File: config.mk
export PLATFORM = sky130hd
export DESIGN_NAME = trf_ctrl
export DESIGN_NICKNAME = d
export VERILOG_FILES = /design/src/rtl/core/trf_pkg.sv /design/src/rtl/core/trf_ctrl.sv
export SDC_FILE = /design/constraint.sdc
export NUM_CORES = 1
export LEC_CHECK = 0
export BUFFER_PORTS_ARGS = -buffer_cell sky130_fd_sc_hd__clkbuf_2
export CORE_AREA = 2 2 39 41
export DETAILED_ROUTE_END_ITERATION = 10
export DIE_AREA = 0 0 41 43
export GPL_ROUTABILITY_DRIVEN = 0
export GPL_TIMING_DRIVEN = 0
export SYNTH_ARGS = -nofsm -noshare
export SYNTH_HDL_FRONTEND = slang
export SYNTH_SLANG_ARGS = --single-unit
File: constraint.sdc
create_clock -name clk_i -period 1.99 [get_ports clk_i]
set_input_delay 0.0995 -clock clk_i [delete_from_list [all_inputs] [get_ports clk_i]]
set_output_delay 0.0995 -clock clk_i [all_outputs]
set_load 0.05 [all_outputs]
File: src/rtl/core/trf_pkg.sv
// trf_pkg: shared types, register indexes, fill modes and clamps for the
// rectangle fill address generator. No dependencies.

package trf_pkg;

  localparam int SCREEN_SIDE      = 4096;
  localparam int MAX_TEXTURE_SIDE = 1024;

  localparam int CoordW   = 12;  // screen coordinate / offset width
  localparam int TexSizeW = 11;  // texture size register width
  localparam int TexIdxW  = 10;  // texture coordinate width
  localparam int ExtentW  = 13;  // rectangle extent, 1..4096
  localparam int CfgIdxW  = 3;
  localparam int CfgDataW = 12;
  localparam int DivCntW  = 4;   // iterations of the divider, TexSizeW of them

  typedef enum logic [CfgIdxW-1:0] {
    REG_RECT_LEFT   = 3'd0,
    REG_RECT_TOP    = 3'd1,
    REG_RECT_RIGHT  = 3'd2,
    REG_RECT_BOTTOM = 3'd3,
    REG_TEX_WIDTH   = 3'd4,
    REG_TEX_HEIGHT  = 3'd5,
    REG_FILL_MODE   = 3'd6,
    REG_MASK_ENABLE = 3'd7
  } cfg_reg_e;

  typedef enum logic [1:0] {
    FILL_SOLID   = 2'd0,
    FILL_TILE    = 2'd1,
    FILL_STRETCH = 2'd2,
    FILL_UNUSED  = 2'd3
  } fill_mode_e;

  typedef enum logic [2:0] {
    ST_DIV_X,
    ST_WAIT_X,
    ST_DIV_Y,
    ST_WAIT_Y,
    ST_RUN
  } ctrl_state_e;

  typedef struct packed {
    logic mask_bit;
  } mask_word_t;

  typedef struct packed {
    logic               draw_flag;
    logic [CoordW-1:0]  screen_x;
    logic [CoordW-1:0]  screen_y;
    logic [TexIdxW-1:0] tex_col;
    logic [TexIdxW-1:0] tex_row;
    logic               last_cell;
  } cell_word_t;

  typedef struct packed {
    logic div_start;
    logic div_sel_y;
    logic load_x;
    logic load_y;
    logic run;
  } ctrl_cmd_t;

  typedef struct packed {
    logic div_done;
  } ctrl_status_t;

  function automatic logic [CoordW-1:0] clamp_coord(logic [CoordW-1:0] v);
    logic [31:0] wide;
    wide = {{(32-CoordW){1'b0}}, v};
    if (wide > 32'(SCREEN_SIDE - 1)) return CoordW'(SCREEN_SIDE - 1);
    return v;
  endfunction

  function automatic logic [TexSizeW-1:0] clamp_tex(logic [TexSizeW-1:0] v);
    logic [31:0] wide;
    wide = {{(32-TexSizeW){1'b0}}, v};
    if (v == '0) return TexSizeW'(1);
    if (wide > 32'(MAX_TEXTURE_SIDE)) return TexSizeW'(MAX_TEXTURE_SIDE);
    return v;
  endfunction

endpackage

File: src/rtl/core/trf_ctrl.sv
// trf_ctrl: sequencer that prepares the stretch step sizes after reset or
// a register write, then lets the scan run. Uses trf_pkg.

module trf_ctrl (
  input  logic                  clk_i,
  input  logic                  rst_ni,
  input  logic                  cfg_we_i,
  input  trf_pkg::ctrl_status_t status_i,
  output trf_pkg::ctrl_cmd_t    cmd_o
);

  trf_pkg::ctrl_state_e state_q, state_d;

  always_comb begin
    state_d = state_q;
    if (cfg_we_i) begin
      state_d = trf_pkg::ST_DIV_X;
    end else begin
      unique case (state_q)
        trf_pkg::ST_DIV_X:  state_d = trf_pkg::ST_WAIT_X;
        trf_pkg::ST_WAIT_X: if (status_i.div_done) state_d = trf_pkg::ST_DIV_Y;
        trf_pkg::ST_DIV_Y:  state_d = trf_pkg::ST_WAIT_Y;
        trf_pkg::ST_WAIT_Y: if (status_i.div_done) state_d = trf_pkg::ST_RUN;
        trf_pkg::ST_RUN:    state_d = trf_pkg::ST_RUN;
        default:            state_d = trf_pkg::ST_DIV_X;
      endcase
    end
  end

  always_comb begin
    cmd_o           = '0;
    cmd_o.div_start = (state_q == trf_pkg::ST_DIV_X) || (state_q == trf_pkg::ST_DIV_Y);
    cmd_o.div_sel_y = (state_q == trf_pkg::ST_DIV_Y) || (state_q == trf_pkg::ST_WAIT_Y);
    cmd_o.load_x    = (state_q == trf_pkg::ST_WAIT_X) && status_i.div_done;
    cmd_o.load_y    = (state_q == trf_pkg::ST_WAIT_Y) && status_i.div_done;
    cmd_o.run       = (state_q == trf_pkg::ST_RUN);
  end

  always_ff @(posedge clk_i or negedge rst_ni) begin
    if (!rst_ni) begin
      state_q <= trf_pkg::ST_DIV_X;
    end else begin
      state_q <= state_d;
    end
  end

endmodule

==> run_results.csv <==
group,metric,value,unit
floorplan,die_h,43,um
route,wl_met3,17,um
placed_design,io_buffers,8,
floorplan,ios,9,
clocking,numCtsBuffers,3,
finish,drive_gt1_share,48.28,%
yosys,synth_seq_cells,3,
finish,largestRegisters,"state_q: 3 flops",
run,cap_violations,0,
timing,fin_worst_skew,0.001370,ns
grt,grt_antenna_before_repair,0,
finish,fillers,170,
power,peakVddDrop,104.8,uV
critical_path,critPathArrivalTime,1.43,ns
yosys,ys_seq_area_share,46.15,%
timing,final.period_utilization,76.70,%
yosys,ys_types,12,
floorplan,die-area,0.001763,mm2
finish,fin_nets,34,
clocking,clock_latency,0.23,ns
route,wl_per_cell,8.311,um
timing,maxSlewViolCount,0,
finish,largest_reg_flops,3,
timing,fmax,0.6552,GHz
clocking,cts_root_buffer,"clkbuf_4",
finish,diodes,0,
grt,grt_pass1_vias,145,
grt,grt_first_pass_wirelength,496,um
route,drt_iter0_markers,0,
clocking,cts_max_level,1,
route,routed_wl,374,um
timing,worst_slew_pin_slew,0.2750,ns
clocking,cts_resized,0,
critical_path,path_max_fanout,7,
grt,track_usage,5.010,%
floorplan,initial_core_util,11.75,%
critical_path,endpoint_kind,"output port",
run_status,status,"finished, final reports clean",
power,p_leak,0.0001357,uW
yosys,synthCells,16,
yosys,yosys_warnings,0,
finish,top_register,"state_q",
timing,setup_tns,0,ns
critical_path,cp_data_required_time,1.89,ns
placed_design,place_inst,40,
yosys,syn_area_per_cell,10.17,um2
grt,grt-ovfl-total,0,
timing,max_slew_margin,81.75,%
grt,grt_max_degree,8,
min_path,hp-class,"in -> reg",
route,drc,0,
route,ant_nets,0,
route,drtPass1Iterations,1,
critical_path,crit_type,"reg -> out",
timing,rsz0062_at_grt,"no",
timing,setup_violations,0,
clocking,cts_tree,"yes",
floorplan,num_rows,14,
critical_path,worst_setup_path_start_kind,"flip-flop",
placed_design,dp_hpwl,296.1,um
finish,final_cells,45,
yosys,synth_area,162.7,um2
route,top_layer_used,"met4",
timing,fin_crit,1.526,ns
finish,most-common-layout-cells,"clkbuf_2 (8), clkbuf_4 (3), dfrtp_1 (3)",
floorplan,coreArea,0.001384,mm2
power,powerDensity,828.7,mW/mm2
floorplan,fp.dieW,41,um
route,routed-wl-met2,213,um
clocking,clock-sinks,3,
route,wl_met1,126,um
finish,area_growth,59.23,%
clocking,ctsLongestPathBuffers,2,
finish,layout_commonest_cell,"clkbuf_2",
clocking,clk_pin_slew_worst_paths,0.04,ns
route,vias_per_cell,3.667,
timing,finalHoldViolCount,0,
yosys,syn_nets,20,
route,dr_total_vias,165,
metal layers:
metal  GRT usage, %  up-vias
met4          12.00        0
met3              0        2
met5              0        -
met1          3.834       75
met2          6.250        6
li1               -       82
critical path: stages, from the launching register on:
cell and delay (ns):
dfrtp_1 0.44, or3b_1 0.43, inv_1 0.07, clkbuf_2 0.26
Yosys cell counts:
| library cell | count | area [um2] |
|---|---|---|
| and2b_2 | 1 | 8.760 |
| nor2_1 | 1 | 3.750 |
| nor3_1 | 1 | 5.000 |
| dfrtp_1 | 3 | 75.07 |
| inv_1 | 2 | 7.510 |
| nand2_1 | 1 | 3.750 |
| nand3b_1 | 1 | 7.510 |
| a21oi_2 | 1 | 8.760 |
| or3b_1 | 1 | 8.760 |
| a211oi_1 | 2 | 15.01 |
| nand4b_1 | 1 | 8.760 |
| a21bo_2 | 1 | 10.01 |
stage by stage:
stage | setup WS [ns] | instance area (um2) | util (%) | power (uW) | hold slack, ns
final | 0.4637 | 259.0 | 18.72 | 214.6 | 0.05893
after global routing | 0.4125 | 259.0 | 18.72 | 225.0 | 0.06023
after CTS | 0.4496 | 259.0 | 18.72 | 221.6 | 0.05153
after detailed placement | 0.7061 | 222.7 | 16.09 | 109.1 | -0.09902
after global placement | 0.7070 | 222.7 | 16.09 | 108.4 | -0.1026
after floorplan | 0.3836 | 162.7 | - | 96.83 | -0.1961
power breakdown:
| part | leakage [uW] | internal [uW] | switching (uW) |
|---|---|---|---|
| Combinational | 0.0000812 | 12.8 | 26.8 |
| Clock | 0.0000150 | 75.1 | 30.4 |
| Sequential | 0.0000395 | 64.6 | 5.00 |
| Total | 0.000136 | 152 | 62.2 |
final cells by class:
type	count	area (um2)	area share (%)
flip-flops and latches	3	75.07	28.99
well taps	16	20.02	7.729
inverters	2	7.507	2.899
repair buffers	9	50.05	19.32
clock buffers	4	26.28	10.14
multi-input cells	11	80.08	30.92
cells by family after synthesis:
family	Yosys count	synth area share [%]
simple gates	7	28.46
compound gates	4	20.77
flops	3	46.15
buf+inv	2	4.617
path summary, 6_finish.rpt:
check	end	cells past startpoint	slack (ns)	from
worst max-delay path	cmd_o[0]	3	0.46	state_q[0]
max in group asynchronous	state_q[1]	2	1.68	rst_ni
min in group asynchronous	state_q[0]	2	0.20	rst_ni
worst min register to register	state_q[0]	1	0.53	state_q[2]
worst max register to register	state_q[2]	2	0.93	state_q[0]
worst min-delay path	state_q[2]	2	0.06	cfg_we_i
what timing repair did:
action                                 CTS  global route
buffers inserted                         0             0
hold buffers                             1             0
endpoints found under the hold margin    3             0
No activity file was read; power rests on OpenSTA's default activity.
